===== src/jst_pkg.sv =====
// ----------------------------------------------------------------------------
// jst_pkg
// Shared types and constants for the JSON stream tokenizer.
// ----------------------------------------------------------------------------
package jst_pkg;

   typedef enum logic [4:0] {
      M_VALUE, M_ARR_FIRST, M_OBJ_FIRST, M_OBJ_KEY, M_COLON, M_AFTER, M_TRAILING,
      M_STRING, M_ESC, M_HEX, M_TRUE, M_FALSE, M_NULL,
      M_N_SIGN, M_N_ZERO, M_N_INT, M_N_DOT, M_N_FRAC, M_N_EXP, M_N_EXPSIGN,
      M_N_EXPDIG
   } mode_type;

   typedef enum logic [3:0] {
      EV_OBJOPEN, EV_OBJCLOSE, EV_ARROPEN, EV_ARRCLOSE, EV_KEYBYTE, EV_KEYEND,
      EV_STRBYTE, EV_STREND, EV_NUMBYTE, EV_NUMEND, EV_TRUE, EV_FALSE, EV_NULL,
      EV_NOTHING, EV_ERROR, EV_DONE
   } event_type;

   typedef enum logic [2:0] {
      CAUSE_NONE, CAUSE_BYTE, CAUSE_END, CAUSE_DEEP, CAUSE_ESCAPE
   } cause_type;

   localparam int          SLOTS      = 3;
   localparam int          QUEUE_SIZE = 4;
   localparam int          QPTR_W     = 2;
   localparam logic [7:0]  UTF_LEAD2  = 8'hC0;
   localparam logic [7:0]  UTF_LEAD3  = 8'hE0;
   localparam logic [7:0]  UTF_CONT   = 8'h80;
   localparam logic [7:0]  UTF_MASK   = 8'h3F;
   localparam logic [15:0] UTF_ONE    = 16'h0080;
   localparam logic [15:0] UTF_TWO    = 16'h0800;

   typedef struct packed {
      logic [1:0]                 last;
      event_type [SLOTS-1:0]      ev;
      logic [SLOTS-1:0][7:0]      data;
      logic [SLOTS-1:0][5:0]      depth;
      cause_type [SLOTS-1:0]      cause;
   } bundle_type;

   function automatic logic [7:0] lit_char(input mode_type m, input logic [2:0] idx);
      logic [7:0] r;
      r = 8'h00;
      case (m)
         M_TRUE: begin
            case (idx)
               3'd1: r = 8'h72;
               3'd2: r = 8'h75;
               3'd3: r = 8'h65;
               default: r = 8'h00;
            endcase
         end
         M_FALSE: begin
            case (idx)
               3'd1: r = 8'h61;
               3'd2: r = 8'h6C;
               3'd3: r = 8'h73;
               3'd4: r = 8'h65;
               default: r = 8'h00;
            endcase
         end
         default: begin
            case (idx)
               3'd1: r = 8'h75;
               3'd2: r = 8'h6C;
               3'd3: r = 8'h6C;
               default: r = 8'h00;
            endcase
         end
      endcase
      return r;
   endfunction

endpackage


===== src/json_stream_tokenizer.sv =====
// Each accepted byte pushes one result bundle into the queue; its results follow in order.
// Throughput: one byte per cycle unless req_stall (queue full); each byte gives one to
// three results, sent one per transfer by the sender draining a four-bundle queue.
// Reset: synchronous; clears grammar state, depth, sticky error, queue and sender.
// ----------------------------------------------------------------------------
// json_stream_tokenizer
// Byte-serial JSON validator and tokenizer, top level.
// ----------------------------------------------------------------------------
module json_stream_tokenizer #(
   parameter int MAX_DEPTH = 32
) (
   input  logic       clock,
   input  logic       reset,
   input  logic       req_valid,
   output logic       req_stall,
   input  logic [7:0] req_text_byte,
   input  logic       req_end_of_text,
   output logic       rsp_valid,
   input  logic       rsp_stall,
   output logic [3:0] rsp_event_res,
   output logic [7:0] rsp_data_byte,
   output logic [5:0] rsp_nesting_depth,
   output logic [2:0] rsp_error_cause,
   output logic       rsp_run_last
);
   import jst_pkg::*;

   bundle_type push_bundle;
   bundle_type head_bundle;
   logic       push, full, pop, head_valid;

   jst_front #(.MAX_DEPTH(MAX_DEPTH)) u_front (
      .clock           (clock),
      .reset           (reset),
      .req_valid       (req_valid),
      .req_stall       (req_stall),
      .req_text_byte   (req_text_byte),
      .req_end_of_text (req_end_of_text),
      .q_full          (full),
      .q_push          (push),
      .q_bundle        (push_bundle)
   );

   jst_fifo u_fifo (
      .clock       (clock),
      .reset       (reset),
      .push        (push),
      .push_bundle (push_bundle),
      .full        (full),
      .pop         (pop),
      .head_valid  (head_valid),
      .head_bundle (head_bundle)
   );

   jst_back u_back (
      .clock             (clock),
      .reset             (reset),
      .head_valid        (head_valid),
      .head_bundle       (head_bundle),
      .pop               (pop),
      .rsp_valid         (rsp_valid),
      .rsp_stall         (rsp_stall),
      .rsp_event_res     (rsp_event_res),
      .rsp_data_byte     (rsp_data_byte),
      .rsp_nesting_depth (rsp_nesting_depth),
      .rsp_error_cause   (rsp_error_cause),
      .rsp_run_last      (rsp_run_last)
   );

endmodule


===== src/jst_front.sv =====
// ----------------------------------------------------------------------------
// jst_front
// Grammar tracker: takes one byte per transfer and builds its result bundle.
// ----------------------------------------------------------------------------
module jst_front #(
   parameter int MAX_DEPTH = 32
) (
   input  logic                clock,
   input  logic                reset,
   input  logic                req_valid,
   output logic                req_stall,
   input  logic [7:0]          req_text_byte,
   input  logic                req_end_of_text,
   input  logic                q_full,
   output logic                q_push,
   output jst_pkg::bundle_type q_bundle
);
   import jst_pkg::*;

   localparam int DW = $clog2(MAX_DEPTH + 1);
   localparam int IW = (MAX_DEPTH > 1) ? $clog2(MAX_DEPTH) : 1;

   mode_type              mode_ff, mode_in;
   logic [DW-1:0]         depth_ff, depth_in;
   logic                  key_ff, key_in;
   logic [2:0]            lit_ff, lit_in;
   logic [15:0]           hex_ff, hex_in;
   logic [2:0]            hcnt_ff, hcnt_in;
   logic                  sticky_ff, sticky_in;
   cause_type             code_ff, code_in;
   logic [MAX_DEPTH-1:0]  stack_ff;
   logic                  stack_we;
   logic                  stack_kind;
   logic [DW-1:0]         depth_m1;
   logic [1:0]            tk;
   logic                  accept;
   bundle_type            res;

   assign req_stall = q_full;
   assign accept    = req_valid & ~q_full;
   assign q_push    = accept;
   assign q_bundle  = res;
   assign depth_m1  = depth_ff - DW'(1);
   assign tk        = (depth_ff == '0) ? 2'd2 : {1'b0, stack_ff[depth_m1[IW-1:0]]};

   always_comb begin
      mode_type   m;
      logic [1:0] n;
      logic [7:0] c;
      logic       ws, dig, ee, term, do_start, do_close, close_kind, hv;
      logic [3:0] h;
      logic [15:0] code;
      logic [2:0] len;
      event_type  sev, lev;
      mode_type   vdm;
      m          = mode_ff;
      n          = 2'd0;
      c          = req_text_byte;
      depth_in   = depth_ff;
      key_in     = key_ff;
      lit_in     = lit_ff;
      hex_in     = hex_ff;
      hcnt_in    = hcnt_ff;
      sticky_in  = sticky_ff;
      code_in    = code_ff;
      stack_we   = 1'b0;
      stack_kind = 1'b0;
      do_start   = 1'b0;
      do_close   = 1'b0;
      close_kind = 1'b0;
      term       = 1'b0;
      code       = 16'h0000;
      len        = 3'd4;
      lev        = EV_TRUE;
      h          = 4'h0;
      hv         = 1'b0;
      res.last   = 2'd0;
      for (int i = 0; i < SLOTS; i++) begin
         res.ev[i]    = EV_NOTHING;
         res.data[i]  = 8'h00;
         res.depth[i] = 6'd0;
         res.cause[i] = CAUSE_NONE;
      end
      ws   = (c == 8'h20) || (c == 8'h09) || (c == 8'h0A) || (c == 8'h0D);
      dig  = (c >= 8'h30) && (c <= 8'h39);
      ee   = (c == 8'h65) || (c == 8'h45);
      sev  = key_ff ? EV_KEYBYTE : EV_STRBYTE;
      vdm  = (depth_ff == '0) ? M_TRAILING : M_AFTER;
      if (c >= 8'h30 && c <= 8'h39) begin
         h = c[3:0]; hv = 1'b1;
      end else if ((c >= 8'h61 && c <= 8'h66) || (c >= 8'h41 && c <= 8'h46)) begin
         h = c[3:0] + 4'd9; hv = 1'b1;
      end

      if (sticky_ff) begin
         res.ev[n] = EV_ERROR; res.depth[n] = 6'(depth_in); res.cause[n] = code_ff;
         n = n + 2'd1;
      end else if (req_end_of_text) begin
         if (m == M_N_ZERO || m == M_N_INT || m == M_N_FRAC || m == M_N_EXPDIG) begin
            res.ev[n] = EV_NUMEND; res.depth[n] = 6'(depth_in); n = n + 2'd1;
            m = vdm;
         end
         if (m == M_TRAILING) begin
            res.ev[n] = EV_DONE; res.depth[n] = 6'(depth_in); n = n + 2'd1;
            m = M_VALUE; depth_in = '0; key_in = 1'b0; lit_in = 3'd0;
            hex_in = 16'h0000; hcnt_in = 3'd0; sticky_in = 1'b0; code_in = CAUSE_NONE;
         end else begin
            sticky_in = 1'b1; code_in = CAUSE_END;
            res.ev[n] = EV_ERROR; res.depth[n] = 6'(depth_in); res.cause[n] = CAUSE_END;
            n = n + 2'd1;
         end
      end else begin
         case (m)
            M_N_ZERO:   term = !((c == 8'h2E) || ee);
            M_N_INT:    term = !(dig || (c == 8'h2E) || ee);
            M_N_FRAC:   term = !(dig || ee);
            M_N_EXPDIG: term = !dig;
            default:    term = 1'b0;
         endcase
         if (term) begin
            res.ev[n] = EV_NUMEND; res.depth[n] = 6'(depth_in); n = n + 2'd1;
            m = vdm;
         end
         case (m)
            M_VALUE, M_ARR_FIRST: begin
               if (!ws) begin
                  if (m == M_ARR_FIRST && c == 8'h5D) begin
                     do_close = 1'b1; close_kind = 1'b1;
                  end else begin
                     do_start = 1'b1;
                  end
               end
            end
            M_OBJ_FIRST, M_OBJ_KEY: begin
               if (!ws) begin
                  if (c == 8'h22) begin
                     key_in = 1'b1; m = M_STRING;
                  end else if (c == 8'h7D && m == M_OBJ_FIRST) begin
                     do_close = 1'b1;
                  end else begin
                     sticky_in = 1'b1; code_in = CAUSE_BYTE;
                  end
               end
            end
            M_COLON: begin
               if (!ws) begin
                  if (c == 8'h3A) m = M_VALUE;
                  else begin
                     sticky_in = 1'b1; code_in = CAUSE_BYTE;
                  end
               end
            end
            M_AFTER: begin
               if (!ws) begin
                  if (c == 8'h2C) begin
                     if (tk == 2'd1) m = M_VALUE;
                     else if (tk == 2'd0) m = M_OBJ_KEY;
                     else begin
                        sticky_in = 1'b1; code_in = CAUSE_BYTE;
                     end
                  end else if (c == 8'h7D) begin
                     do_close = 1'b1;
                  end else if (c == 8'h5D) begin
                     do_close = 1'b1; close_kind = 1'b1;
                  end else begin
                     sticky_in = 1'b1; code_in = CAUSE_BYTE;
                  end
               end
            end
            M_TRAILING: begin
               if (!ws) begin
                  sticky_in = 1'b1; code_in = CAUSE_BYTE;
               end
            end
            M_STRING: begin
               if (c == 8'h22) begin
                  res.ev[n] = key_ff ? EV_KEYEND : EV_STREND;
                  res.depth[n] = 6'(depth_in); n = n + 2'd1;
                  m = key_ff ? M_COLON : vdm;
                  key_in = 1'b0;
               end else if (c == 8'h5C) begin
                  m = M_ESC;
               end else begin
                  res.ev[n] = sev; res.data[n] = c; res.depth[n] = 6'(depth_in);
                  n = n + 2'd1;
               end
            end
            M_ESC: begin
               m = M_STRING;
               res.ev[n] = sev; res.depth[n] = 6'(depth_in);
               case (c)
                  8'h22, 8'h5C, 8'h2F: begin res.data[n] = c;     n = n + 2'd1; end
                  8'h6E:               begin res.data[n] = 8'h0A; n = n + 2'd1; end
                  8'h74:               begin res.data[n] = 8'h09; n = n + 2'd1; end
                  8'h72:               begin res.data[n] = 8'h0D; n = n + 2'd1; end
                  8'h62:               begin res.data[n] = 8'h08; n = n + 2'd1; end
                  8'h66:               begin res.data[n] = 8'h0C; n = n + 2'd1; end
                  8'h75: begin
                     res.ev[n] = EV_NOTHING;
                     hex_in = 16'h0000; hcnt_in = 3'd0; m = M_HEX;
                  end
                  default: begin
                     res.ev[n] = EV_NOTHING;
                     sticky_in = 1'b1; code_in = CAUSE_ESCAPE;
                  end
               endcase
            end
            M_HEX: begin
               if (!hv) begin
                  sticky_in = 1'b1; code_in = CAUSE_ESCAPE;
               end else begin
                  hex_in  = {hex_ff[11:0], h};
                  hcnt_in = hcnt_ff + 3'd1;
                  if (hcnt_in == 3'd4) begin
                     code    = hex_in;
                     hcnt_in = 3'd0;
                     m       = M_STRING;
                     if (code < UTF_ONE) begin
                        res.ev[0] = sev; res.data[0] = code[7:0];
                        res.depth[0] = 6'(depth_in); n = 2'd1;
                     end else if (code < UTF_TWO) begin
                        res.ev[0] = sev; res.data[0] = UTF_LEAD2 | {3'b000, code[10:6]};
                        res.ev[1] = sev; res.data[1] = UTF_CONT | (code[7:0] & UTF_MASK);
                        res.depth[0] = 6'(depth_in); res.depth[1] = 6'(depth_in);
                        n = 2'd2;
                     end else begin
                        res.ev[0] = sev; res.data[0] = UTF_LEAD3 | {4'h0, code[15:12]};
                        res.ev[1] = sev;
                        res.data[1] = UTF_CONT | ({2'b00, code[11:6]} & UTF_MASK);
                        res.ev[2] = sev; res.data[2] = UTF_CONT | (code[7:0] & UTF_MASK);
                        res.depth[0] = 6'(depth_in); res.depth[1] = 6'(depth_in);
                        res.depth[2] = 6'(depth_in);
                        n = 2'd3;
                     end
                  end
               end
            end
            M_TRUE, M_FALSE, M_NULL: begin
               len = (m == M_FALSE) ? 3'd5 : 3'd4;
               lev = (m == M_TRUE) ? EV_TRUE : ((m == M_FALSE) ? EV_FALSE : EV_NULL);
               if (lit_ff >= len || c != lit_char(m, lit_ff)) begin
                  sticky_in = 1'b1; code_in = CAUSE_BYTE;
               end else begin
                  lit_in = lit_ff + 3'd1;
                  if (lit_in == len) begin
                     lit_in = 3'd0;
                     res.ev[n] = lev; res.depth[n] = 6'(depth_in); n = n + 2'd1;
                     m = vdm;
                  end
               end
            end
            M_N_SIGN, M_N_ZERO, M_N_INT, M_N_DOT, M_N_FRAC, M_N_EXP, M_N_EXPSIGN,
            M_N_EXPDIG: begin
               res.ev[n] = EV_NUMBYTE; res.data[n] = c; res.depth[n] = 6'(depth_in);
               case (m)
                  M_N_SIGN:    m = (c == 8'h30) ? M_N_ZERO : (dig ? M_N_INT : m);
                  M_N_ZERO,
                  M_N_INT:     m = dig ? M_N_INT : ((c == 8'h2E) ? M_N_DOT : M_N_EXP);
                  M_N_DOT:     m = dig ? M_N_FRAC : m;
                  M_N_FRAC:    m = dig ? M_N_FRAC : M_N_EXP;
                  M_N_EXP:     m = dig ? M_N_EXPDIG :
                                   ((c == 8'h2B || c == 8'h2D) ? M_N_EXPSIGN : m);
                  M_N_EXPSIGN: m = dig ? M_N_EXPDIG : m;
                  default:     m = M_N_EXPDIG;
               endcase
               if ((mode_ff == M_N_SIGN && !dig) || (mode_ff == M_N_DOT && !dig) ||
                   (mode_ff == M_N_EXPSIGN && !dig) ||
                   (mode_ff == M_N_EXP && !dig && c != 8'h2B && c != 8'h2D)) begin
                  res.ev[n] = EV_NOTHING; res.data[n] = 8'h00;
                  sticky_in = 1'b1; code_in = CAUSE_BYTE;
               end else begin
                  n = n + 2'd1;
               end
            end
            default: begin
               sticky_in = 1'b1; code_in = CAUSE_BYTE;
            end
         endcase

         if (do_close) begin
            if (tk != {1'b0, close_kind}) begin
               sticky_in = 1'b1; code_in = CAUSE_BYTE;
            end else begin
               depth_in = depth_ff - DW'(1);
               res.ev[n] = close_kind ? EV_ARRCLOSE : EV_OBJCLOSE;
               res.depth[n] = 6'(depth_in); n = n + 2'd1;
               m = (depth_in == '0) ? M_TRAILING : M_AFTER;
            end
         end
         if (do_start) begin
            case (c)
               8'h7B, 8'h5B: begin
                  if (depth_ff >= DW'(MAX_DEPTH)) begin
                     sticky_in = 1'b1; code_in = CAUSE_DEEP;
                  end else begin
                     stack_we   = 1'b1;
                     stack_kind = (c == 8'h5B);
                     depth_in   = depth_ff + DW'(1);
                     res.ev[n]  = stack_kind ? EV_ARROPEN : EV_OBJOPEN;
                     res.depth[n] = 6'(depth_in); n = n + 2'd1;
                     m = stack_kind ? M_ARR_FIRST : M_OBJ_FIRST;
                  end
               end
               8'h22: begin key_in = 1'b0; m = M_STRING; end
               8'h74: begin lit_in = 3'd1; m = M_TRUE; end
               8'h66: begin lit_in = 3'd1; m = M_FALSE; end
               8'h6E: begin lit_in = 3'd1; m = M_NULL; end
               default: begin
                  if (c == 8'h2D || dig) begin
                     res.ev[n] = EV_NUMBYTE; res.data[n] = c;
                     res.depth[n] = 6'(depth_in); n = n + 2'd1;
                     m = (c == 8'h2D) ? M_N_SIGN : ((c == 8'h30) ? M_N_ZERO : M_N_INT);
                  end else begin
                     sticky_in = 1'b1; code_in = CAUSE_BYTE;
                  end
               end
            endcase
         end
         if (sticky_in) begin
            res.ev[n] = EV_ERROR; res.data[n] = 8'h00;
            res.depth[n] = 6'(depth_in); res.cause[n] = code_in;
            n = n + 2'd1;
         end
      end

      if (n == 2'd0) begin
         res.ev[0] = EV_NOTHING; res.depth[0] = 6'(depth_in);
         n = 2'd1;
      end
      res.last = n - 2'd1;
      mode_in  = m;
   end

   always_ff @(posedge clock) begin
      if (reset) begin
         mode_ff   <= M_VALUE;
         depth_ff  <= '0;
         key_ff    <= 1'b0;
         lit_ff    <= 3'd0;
         hex_ff    <= 16'h0000;
         hcnt_ff   <= 3'd0;
         sticky_ff <= 1'b0;
         code_ff   <= CAUSE_NONE;
      end else if (accept) begin
         mode_ff   <= mode_in;
         depth_ff  <= depth_in;
         key_ff    <= key_in;
         lit_ff    <= lit_in;
         hex_ff    <= hex_in;
         hcnt_ff   <= hcnt_in;
         sticky_ff <= sticky_in;
         code_ff   <= code_in;
      end
   end

   always_ff @(posedge clock) begin
      if (accept && stack_we) begin
         stack_ff[depth_ff[IW-1:0]] <= stack_kind;
      end
   end

endmodule


===== src/jst_fifo.sv =====
// ----------------------------------------------------------------------------
// jst_fifo
// Short queue of result bundles between the grammar tracker and the sender.
// ----------------------------------------------------------------------------
module jst_fifo (
   input  logic                clock,
   input  logic                reset,
   input  logic                push,
   input  jst_pkg::bundle_type push_bundle,
   output logic                full,
   input  logic                pop,
   output logic                head_valid,
   output jst_pkg::bundle_type head_bundle
);
   import jst_pkg::*;

   bundle_type          store_ff [QUEUE_SIZE];
   logic [QPTR_W-1:0]   wr_ff, wr_in, rd_ff, rd_in;
   logic [QPTR_W:0]     cnt_ff, cnt_in;

   assign full        = (cnt_ff == (QPTR_W + 1)'(QUEUE_SIZE));
   assign head_valid  = (cnt_ff != '0);
   assign head_bundle = store_ff[rd_ff];

   always_comb begin
      wr_in  = push ? wr_ff + QPTR_W'(1) : wr_ff;
      rd_in  = pop ? rd_ff + QPTR_W'(1) : rd_ff;
      cnt_in = cnt_ff + (QPTR_W + 1)'(push) - (QPTR_W + 1)'(pop);
   end

   always_ff @(posedge clock) begin
      if (reset) begin
         wr_ff  <= '0;
         rd_ff  <= '0;
         cnt_ff <= '0;
      end else begin
         wr_ff  <= wr_in;
         rd_ff  <= rd_in;
         cnt_ff <= cnt_in;
      end
   end

   always_ff @(posedge clock) begin
      if (push) begin
         store_ff[wr_ff] <= push_bundle;
      end
   end

endmodule


===== src/jst_back.sv =====
// ----------------------------------------------------------------------------
// jst_back
// Result sender: walks the slots of the head bundle, one transfer each.
// ----------------------------------------------------------------------------
module jst_back (
   input  logic                clock,
   input  logic                reset,
   input  logic                head_valid,
   input  jst_pkg::bundle_type head_bundle,
   output logic                pop,
   output logic                rsp_valid,
   input  logic                rsp_stall,
   output logic [3:0]          rsp_event_res,
   output logic [7:0]          rsp_data_byte,
   output logic [5:0]          rsp_nesting_depth,
   output logic [2:0]          rsp_error_cause,
   output logic                rsp_run_last
);
   import jst_pkg::*;

   logic [1:0] slot_ff, slot_in;
   logic       take;
   logic       is_last;

   assign rsp_valid         = head_valid;
   assign take              = head_valid & ~rsp_stall;
   assign is_last           = (slot_ff == head_bundle.last);
   assign pop               = take & is_last;
   assign rsp_event_res     = head_bundle.ev[slot_ff];
   assign rsp_data_byte     = head_bundle.data[slot_ff];
   assign rsp_nesting_depth = head_bundle.depth[slot_ff];
   assign rsp_error_cause   = head_bundle.cause[slot_ff];
   assign rsp_run_last      = is_last;

   always_comb begin
      slot_in = slot_ff;
      if (take) begin
         slot_in = is_last ? 2'd0 : slot_ff + 2'd1;
      end
   end

   always_ff @(posedge clock) begin
      if (reset) begin
         slot_ff <= 2'd0;
      end else begin
         slot_ff <= slot_in;
      end
   end

endmodule

===== config.mk =====
export PLATFORM = sky130hd
export DESIGN_NAME = json_stream_tokenizer
export DESIGN_NICKNAME = d
export VERILOG_FILES = /design/src/jst_pkg.sv /design/src/json_stream_tokenizer.sv /design/src/jst_front.sv /design/src/jst_fifo.sv /design/src/jst_back.sv
export SDC_FILE = /design/constraint.sdc
export NUM_CORES = 1
export LEC_CHECK = 0
export BUFFER_PORTS_ARGS = -buffer_cell sky130_fd_sc_hd__buf_2
export CAP_MARGIN = 25
export CORE_MARGIN = 8
export CORE_UTILIZATION = 45
export CTS_CLUSTER_DIAMETER = 120
export DETAILED_ROUTE_END_ITERATION = 8
export HOLD_SLACK_MARGIN = 0.1
export PLACE_DENSITY = 0.69
export SLEW_MARGIN = 20
export SYNTH_ARGS = -nofsm -noshare
export SYNTH_HDL_FRONTEND = slang
export SYNTH_SLANG_ARGS = --single-unit

===== constraint.sdc =====
create_clock -name clock -period 7.7 [get_ports clock]
set_input_delay 2.31 -clock clock [delete_from_list [all_inputs] [get_ports clock]]
set_output_delay 2.31 -clock clock [all_outputs]
set_load 0.01 [all_outputs]

======== Word-level counts from Yosys, hierarchy flattened ========
Memory sizes are Yosys's and may differ from the RTL's. A register that Yosys moved wholly into a read port is not among the register bits.
Index checks and enable logic that the tools add are counted.
cells by class
  muxes and demuxes ....................... 359
  reduce and logical (&&, ||, !) cells .... 65
  $lt $le $gt $ge ......................... 24
  bitwise gates (word level) .............. 30
  add/subtract/negate cells ............... 16
  equal/unequal tests ..................... 70
operators with widths
  kind                  number
  $mux W54              7
  $mux W12              18
  $mux W18              10
  $mux W5               36
  $mux W6               28
  $pmux W24 S6          1
  $mux W3               42
  $mux W24              5
  $bwmux W18            6
  $eq A8 B7 Y1 const B  13
  $mux W8               12
  $pmux W24 S4          1
  $mux W2               42
  $mux W1               77
  $and A24 B24 Y24      3
  $eq A8 B6 Y1 const B  9
  $mux W36              2
  $pmux W18 S4          1
  $mux W4               17
  $mux W63              1
  $bwmux W12            5
  $demux W6 S2          5
  $pmux W12 S5          1
  $eq A5 B4 Y1 const B  11
  94 further kinds      211
storage, ports and cells
  output and inout port bits .............. 24
  flip-flop bits (word level) ............. 75
  logic and storage cells ................. 578
  memories kept ........................... 1
  memory bits (writable) .................. 260
memories
  memory           words  width  read ports  clocked after memory_dff  wr ports  line            text
  u_fifo.store_ff  4      65     1           1                         1         jst_fifo.sv:17  bundle_type store_ff [QUEUE_SIZE];

======== Depth between registers and ports, before layout ========
Gate-level depths: netlist of the first run.
  word-level depth ........................ 43
  mapped depth ............................ 26
  mapped depth without buffers ............ 25

======== Modules after synthesis ========
A second synthesis of the first run with hierarchy kept.
second synthesis, totals
  cell total of the unflattened synthesis .. 1,603
  area, all modules ....................... 18,436.4 um^2
by module, submodules not included
  module     instances  area an instance (um^2)  seq. area each (um^2)  cells an instance
  jst_fifo   1          9,864.5                  7,987.7                381
  jst_front  1          7,968.9                  1,641.6                1,134
  jst_back   1          603.1                    40.0                   88

======== Worst setup path after synthesis of the first run ========
No wires, ideal clock.
  kind .................................... input to register
  start point ............................. input req_text_byte[0]
  end point ............................... memory u_fifo.store_ff[0][53] (netlist bit), data pin
  stages .................................. 23
  arrival time ............................ 7.002 ns
  path buffers ............................ 2
  data required time ...................... 7.422 ns
  path slack .............................. 0.420 ns
  cells stage by stage .................... clkbuf_1 inv_1 ha_1 o21bai_1 a221oi_2 or4_1 o211ai_2 mux2i_1 o21ai_1 nor3_2 buf_2 a21oi_1 ha_1 inv_1 a221o_1 inv_1 ha_1 inv_1 a21oi_1 ha_1 and3_4 mux2_4 or3_1
RTL lines
  what         line                         text
  from (decl)  json_stream_tokenizer.sv:16  input logic [7:0] req_text_byte,
  to (decl)    jst_fifo.sv:17

==> results of run 1 <==
registers in the layout, indices dropped and copies added, names as in the netlist, named ones only:
register	cells
u_fifo.wr_ff	2
u_front.sticky_ff	1
u_fifo.cnt_ff	3
u_front.lit_ff	3
u_front.hcnt_ff	3
u_front.hex_ff	12
u_front.stack_ff	32
u_back.slot_ff	2
u_front.mode_ff	5
u_front.key_ff	1
u_front.depth_ff	6
u_fifo.store_ff	260
u_fifo.rd_ff	2
u_front.code_ff	3
cell families (layout without fill, tap and decap cells):
family                   Yosys count  in the layout  share of synthesized area [%]
flip-flops                       337            337                           52.7
adder cells (fa/ha/maj)           45             45                           3.11
other                              1              8                         0.0204
buffers and inverters            168            245                           3.60
AO/OA/AOI/OAI                    396            396                           14.4
AND/OR/NAND/NOR                  517            517                           13.7
XOR/XNOR                          24             24                           1.25
multiplexers                     113            113                           11.3
where the power goes:
group	switching, uW	internal [uW]	total (uW)
sequential	92.7	2150	2250
combinational	550	406	956
clock	742	1010	1750
cells in the final DEF, fill, tap and decap left out, types with 18 or more instances in the layout:
| master | Yosys | final |
|---|---|---|
| buf_2 | 14 | 36 |
| o21ai_0 | 66 | 66 |
| inv_1 | 63 | 63 |
| ha_1 | 44 | 44 |
| nand2_1 | 138 | 138 |
| a21oi_1 | 118 | 118 |
| edfxtp_1 | 292 | 292 |
| nor3_1 | 35 | 34 |
| xnor2_1 | 18 | 18 |
| nor2_1 | 165 | 165 |
| nand3_1 | 47 | 47 |
| dfxtp_1 | 45 | 43 |
| mux2i_1 | 36 | 36 |
| mux4_2 | 73 | 73 |
| clkbuf_16 | 0 | 39 |
| buf_4 | 1 | 69 |
| o22ai_1 | 34 | 34 |
metrics by stage:
step           worst slack (ps)  hold WS [ps]  total power [uW]  cells  instance area, um2
4_1_cts                     758           478              4990   2214               20600
6_report                    634           475              4960   2217               20600
5_1_grt                     299           495              5150   2217               20600
2_1_floorplan               420           441              2910   1608               18400
3_5_place_dp                221           472              3240   2145               19400
3_3_place_gp                318           460              3210   2144               19300
final cells by class:
class                      count  area share, %
sequential                   337           46.9
multi-input combinational   1103           39.0
clock buffer                  48           4.89
timing repair buffer         109           3.77
tap                          532           3.23
inverter                      67           1.22
clock inverter                21          0.995
tightest hold or removal path, delay by kind of cell (launching register included):
kind,cells,cell delay (ps)
compound gates,1,50
flops,1,320
simple gates,1,60
routing by layer:
layer,GRT usage (%),vias up,routed length (um)
met3,3.52,145,4290
met2,36.6,724,25500
met4,8.71,0,2210
met5,0,-,0
met1,31.0,6929,23200
li1,-,6223,-
worst max path at each step:
stage,endpoint,start
6_report,u_fifo.store_ff[2][10],req_text_byte[0]
5_1_grt,u_fifo.store_ff[2][10],req_text_byte[0]
4_1_cts,u_fifo.store_ff[0][10],req_text_byte[0]
3_5_place_dp,u_fifo.store_ff[0][10],req_text_byte[0]
3_3_place_gp,u_fifo.store_ff[0][10],req_text_byte[0]
2_1_floorplan,u_fifo.store_ff[0][53],req_text_byte[0]
==> results by group, run 1 <==
Timing
  • Final Hold Viols: 0
  • Tcrit/Tclk final: 91.8%
  • Final min period: 7070 ps
  • Slew HR: 27.9%
  • F_max: 142 MHz
  • RSZ-0062 raised after global routing: false
  • Setup violations, final: 0
  • Clock skew: 26.9 ps
  • Setup tns final: 0 ps
  • Worst Tran Pin Value: 1070 ps
  • Slew Viols, Final: 0

Worst hold path
  • Hold endpoint: u_front.hex_ff[9]
  • Hold Crit Class: flop to flop
  • HP Start: u_front.hex_ff[9]
  • Hold Path Stages: 2

CTS
  • Post-cts resize count: 0
  • Clock Latency Late Sink: 540 ps
  • Num CTS Buffers: 38
  • CTS max path bufs: 3
  • CTS Hold Bufs: 0
  • Clock sink total: 337
  • Root Driver: clkbuf_16
  • Post-CTS Setup Inserts: 0
  • H-tree depth: 2
  • Reg clk slew, reported paths: 60 ps
  • TritonCTS clock tree: done

Status
  • Status: complete, no violations

Yosys
  • Post-synth top cells: 292 x edfxtp_1, 165 x nor2_1, 138 x nand2_1
  • EDFF count, synth: 292
  • Post-Syn Area: 18300 um2
  • Synth Register Bits: 337
  • Post-synth top area share: 47.8%
  • Netlist cell types: 103
  • Most common cell in the synthesized netlist: edfxtp_1
  • Avg Inst Size Synth: 11.5 um2
  • Synth Flop Type: edfxtp_1
  • Register area share after synthesis: 52.7%
  • Cells after synthesis: 1601
  • Asr flop ratio synth: 0%
  • Dominant cells by area after synthesis: edfxtp_1 48%, mux4_2 9.0%, dfxtp_1 4.9%, nor2_1 3.4%, a21oi_1 3.2%
  • Synth area leader: edfxtp_1
  • Ys Warns: 0

Setup path
  • CP Max Fanout: 10
  • FF-to-FF End: u_fifo.store_ff[2][10]
  • Top delay family on crit path: compound AO/OA/AOI/OAI gates
  • CP arrival: 7340 ps
  • FF-to-FF setup slack: 1410 ps
  • Crit Path Class: input pin to flop
  • FF-to-FF path depth: 23
  • R2R Path Start: u_front.mode_ff[3]
  • Critical path depth in cells: 23
  • Slowest stage delay, CP: 510 ps
  • Startpoint types: input pin
  • Most used cell, CP: ha_1
  • Crit. End Element: flop
  • Worst path slowest cell: or4_1
  • WP data required: 7970 ps
  • WP buf/inv: 5
  • CP cell instances: buf_2, buf_4, ha_1, o21bai_1, a221oi_2, or4_1, o211ai_2, mux2i_1, o21ai_1, nor3_2, a21oi_1, ha_1, inv_1, a221o_1, inv_1, ha_1, inv_1, a21oi_1, ha_1, and3_4, mux2i_4, a211oi_1, a211o_1

GRT
  • First-pass GRT wire length: 84200 um
  • GR Util All Layers: 22.8%
  • Largest net degree at the start of global routing: 48
  • Total global routing overflow: 0
  • Initial antenna violation count: 0
  • Vias in the first global route: 13724

Floorplanning
  • Cell row count: 74
  • Die width: 218 um
  • Initial Util: 45.2%
  • Die area: 47500 um2
  • Core area: 40600 um2
  • Io pins: 37
  • Die Height: 218 um

Pwr
  • Power per cell area: 240 nW/um2
  • Leak: 0.00704 uW
  • Peak supply drop: 0.158 mV

Run
  • Max Cap Violations: 0

Layout
  • Layout cells sized above 1: 17.0%
  • Fillers: 3516
  • Final Util: 50.9%
  • Final net count: 1714
  • Area Growth Syn to Fin: 12.5%
  • N_diodes: 0
  • Reg area: 9670 um2
  • Area occupied by multi-input gates: 8050 um2

Drt
  • Drt drc: 0
  • Avg WL per Cell: 24.9 um
  • Antenna viol nets, final: 0
  • 1st-iter DRT viols: 1701
  • DR vias/cell: 6.32
  • DRT Pass-1 Iters: 9
  • Final WL: 55200 um
  • Via count: 14021

Placement
  • Final GP Congestion: 1.00
  • Number of port buffers: 36
  • Post-DP HPWL: 38800 um
Note: power is estimated with default switching activity, not from simulation.
==> run 2: changes to the inputs <==
--- a/config.mk
+++ b/config.mk
@@ -5,8 +5,9 @@
 export SDC_FILE = /design/constraint.sdc
 export NUM_CORES = 1
 export LEC_CHECK = 0
+export ABC_AREA = 1
 export BUFFER_PORTS_ARGS = -buffer_cell sky130_fd_sc_hd__buf_2
-export CAP_MARGIN = 25
+export CAP_MARGIN = 40
 export CORE_MARGIN = 8
 export CORE_UTILIZATION = 45
 export CTS_CLUSTER_DIAMETER = 120
==> run 2 against run 1 <==
Count of clock-buffer cells in the layout fell by 2. Die area rose by 2.0%. Area after synthesis rose by 2.2%. Flip-flop and latch count did not move. Final cell count rose by 26%. Non-clock buffer count rose by 49. Clock power barely moved. Clock skew fell by 0.81 ps. Synthesized cell count rose by 33%. Design area rose by 4.2%. Sequential share of layout area fell by 1.9 points.
==> results by group, run 2 <==
Drt
  • 1st-iter DRT viols: 2163 (was 1701)
  • Avg WL per Cell: 22.4 um (was 24.9 um)
  • DRT Pass-1 Iters: 6 (was 9)
  • Final WL: 62600 um (was 55200 um)
  • Antenna viol nets, final: 0 (unchanged)
  • Via count: 16747 (was 14021)
  • Drt drc: 0 (unchanged)
  • DR vias/cell: 5.98 (was 6.32)

CTS
  • CTS Hold Bufs: 0 (unchanged)
  • H-tree depth: 2 (unchanged)
  • Clock Latency Late Sink: 560 ps (was 540 ps)
  • CTS max path bufs: 3 (unchanged)
  • TritonCTS clock tree: done (unchanged)
  • Num CTS Buffers: 37 (was 38)
  • Reg clk slew, reported paths: 60 ps (about the same)
  • Clock sink total: 337 (unchanged)
  • Root Driver: clkbuf_16 (unchanged)

Layout
  • Max reg flops: 260 (unchanged)
  • Final Util: 52.4% (was 50.9%)
  • Fillers: 3755 (was 3516)
  • Post-route insts no fill: 2801 (was 2217)
  • N_diodes: 0 (unchanged)
  • Area Growth Syn to Fin: 14.6% (was 12.5%)
  • Most frequent cells in the layout: 324 x nor2_1, 323 x nand2_1, 292 x edfxtp_1 (was 292 x edfxtp_1, 165 x nor2_1, 138 x nand2_1)
  • Final net count: 2298 (was 1714)
  • Top reg by flops: u_fifo.store_ff (unchanged)
  • Layout cells sized above 1: 13.4% (was 17.0%)
  • Commonest non-fill, non-tap cell in the layout: nor2_1 (was edfxtp_1)

Timing
  • Slew Viols, Final: 0 (unchanged)
  • F_max: 138 MHz (was 142 MHz)
  • Worst Tran Pin Value: 869 ps (was 1070 ps)
  • Clock skew: 26.1 ps (was 26.9 ps)
  • Tcrit/Tclk final: 94.1% (was 91.8%)
  • Slew HR: 41.4% (was 27.9%)
  • Final Hold Viols: 0 (unchanged)
  • Final min period: 7250 ps (was 7070 ps)
  • Setup violations, final: 0 (unchanged)
  • RSZ-0062 raised after global routing: false (unchanged)
  • PnR worst setup slack: 454 ps (was 634 ps)

Pwr
  • Combinational cell fraction of total power: 36.7% (was 19.3%)
  • Internal power: 4030 uW (was 3570 uW)
  • Power per cell area: 304 nW/um2 (was 240 nW/um2)
  • Sequential power share: 36.0% (was 45.3%)
  • Leak: 0.00825 uW (was 0.00704 uW)
  • Peak supply drop: 0.174 mV (was 0.158 mV)
  • Switching fraction of total power: 38.3% (was 27.9%)
  • Clock share of power: 27.3% (was 35.4%)
  • Switching pwr: 2500 uW (was 1380 uW)

Yosys
  • EDFF count, synth: 292 (unchanged)
  • Synth Register Bits: 337 (unchanged)
  • Cells after synthesis: 2135 (was 1601)
  • Netlist cell types: 60 (was 103)
  • Synth area leader: edfxtp_1 (unchanged)
  • Ys Warns: 0 (unchanged)
  • Dominant cells by area after synthesis: edfxtp_1 47%, nor2_1 6.6%, nand2_1 6.5%, o21ai_0 5.8%, dfxtp_1 4.8% (was edfxtp_1 48%, mux4_2 9.0%, dfxtp_1 4.9%, nor2_1 3.4%, a21oi_1 3.2%)
  • Synth Flop Type: edfxtp_1 (unchanged)
  • Avg Inst Size Synth: 8.78 um2 (was 11.5 um2)
  • Post-synth top area share: 46.8% (was 47.8%)
  • Asr flop ratio synth: 0% (unchanged)
  • Post-synth top cells: 330 x nor2_1, 323 x nand2_1, 292 x edfxtp_1 (was 292 x edfxtp_1, 165 x nor2_1, 138 x nand2_1)
  • Most common cell in the synthesized netlist: nor2_1 (was edfxtp_1)
  • Post-Syn Area: 18700 um2 (was 18300 um2)
  • Register area share after synthesis: 51.6% (was 52.7%)

Setup path
  • Slowest stage delay, CP: 360 ps (was 510 ps)
  • FF-to-FF setup slack: 1380 ps (was 1410 ps)
  • Crit Path Class: input pin to flop (unchanged)
  • CP Max Fanout: 8 (was 10)
  • WP data required: 8010 ps (was 7970 ps)
  • Most used cell, CP: nand2_1 (was ha_1)
  • Startpoint types: input pin (unchanged)
  • Worst path slowest cell: a32oi_1 (was or4_1)
  • Crit. End Element: flop (unchanged)
  • CP arrival: 7550 ps (was 7340 ps)

Worst hold path
  • Hold Crit Class: flop to flop (unchanged)

Placement
  • Number of port buffers: 36 (unchanged)
  • Place WS: -51.3 ps (was 221 ps)
  • Final GP Congestion: 1.05 (was 1.00)
  • Placed Cells incl. Taps: 2732 (was 2145)
  • Post-DP HPWL: 45400 um (was 38800 um)

Floorplanning
  • Die area: 48400 um2 (was 47500 um2)
  • Io pins: 37 (unchanged)
  • Die Height: 220 um (was 218 um)
  • Initial Util: 45.7% (was 45.2%)
  • Cell row count: 74 (unchanged)
  • Die width: 220 um (was 218 um)
  • Core area: 41000 um2 (was 40600 um2)

GRT
  • Vias in the first global route: 15846 (was 13724)
  • Largest net degree at the start of global routing: 93 (was 48)
  • GR Util All Layers: 25.7% (was 22.8%)
  • Total global routing overflow: 0 (unchanged)
  • Initial antenna violation count: 1 (was 0)
  • First-pass GRT wire length: 95200 um (was 84200 um)

Status
  • Status: complete, no violations (unchanged)

Run
  • Max Cap Violations: 0 (unchanged)
==> run 2: metal layers <==
layer / global-route usage, % / wire length, um
met2: 41.8 / 29000
met3: 3.46 / 4990
met4: 9.78 / 2310
met1: 34.7 / 26400
met5: 0 / 0
==> run 2: what timing repair did <==
item	4_1_cts	5_1_grt
setup endpoints to repair	0	26
resized for setup	0	3
buffers inserted	0	0
==> run 2: metrics by stage <==
stage	cell area (um2)	hold slack (ps)	TNS (ps)	power (uW)
CTS	21500	489	0	6520
finish	21500	490	0	6530
floorplan	18800	455	0	3850
global placement	20100	466	0	4680
detailed placement	20200	478	-740	4730
global route	21500	503	0	6850
==> run 2: cell families (layout without fill, tap and decap cells) <==
group / Yosys count / after routing / synth area share [%]
multiplexers: 1 / 1 / 0.0534
other: 1 / 8 / 0.0200
flip-flops: 337 / 337 / 51.6
buffers and inverters: 309 / 436 / 6.36
adder cells (fa/ha/maj): 45 / 45 / 3.04
AND/OR/NAND/NOR: 894 / 894 / 21.2
XOR/XNOR: 8 / 8 / 0.374
AO/OA/AOI/OAI: 540 / 540 / 17.3
==> run 2: final cells by class <==
class | count | area, um2 | share of cell area [%]
sequential | 337 | 9670 | 45.0
multi-input combinational | 1496 | 7950 | 37.0
timing repair buffer | 158 | 1180 | 5.51
clock buffer | 46 | 981 | 4.56
inverter | 210 | 790 | 3.67
tap | 532 | 666 | 3.10
clock inverter | 22 | 243 | 1.13
==> run 2: critical path: cells and delay by family <==
family | cells | cell delay [ps]
AO/OA/AOI/OAI | 2 | 480
adder cells (fa/ha/maj) | 5 | 1160
buffers and inverters | 8 | 890
AND/OR/NAND/NOR | 21 | 2720
==> run 2: worst paths after layout <==
kind / startpoint / endpoint / cells past startpoint
worst max-delay path: req_text_byte[1] / u_fifo.store_ff[1][25] / 36
worst min register to register: u_front.hex_ff[11] / u_front.hex_ff[11] / 2
worst max register to register: u_front.depth_ff[1] / u_fifo.store_ff[1][25] / 35
worst min-delay path: u_front.hex_ff[11] / u_front.hex_ff[11] / 2
==> run 2: power groups by stage <==
stage | registers (uW) | logic (uW) | clock network, uW
6_report | 2350 | 2400 | 1780
4_1_cts | 2350 | 2360 | 1810
3_3_place_gp | 2380 | 2300 | 0
2_1_floorplan | 2340 | 1510 | 0
5_1_grt | 2370 | 2600 | 1890
3_5_place_dp | 2390 | 2350 | 0
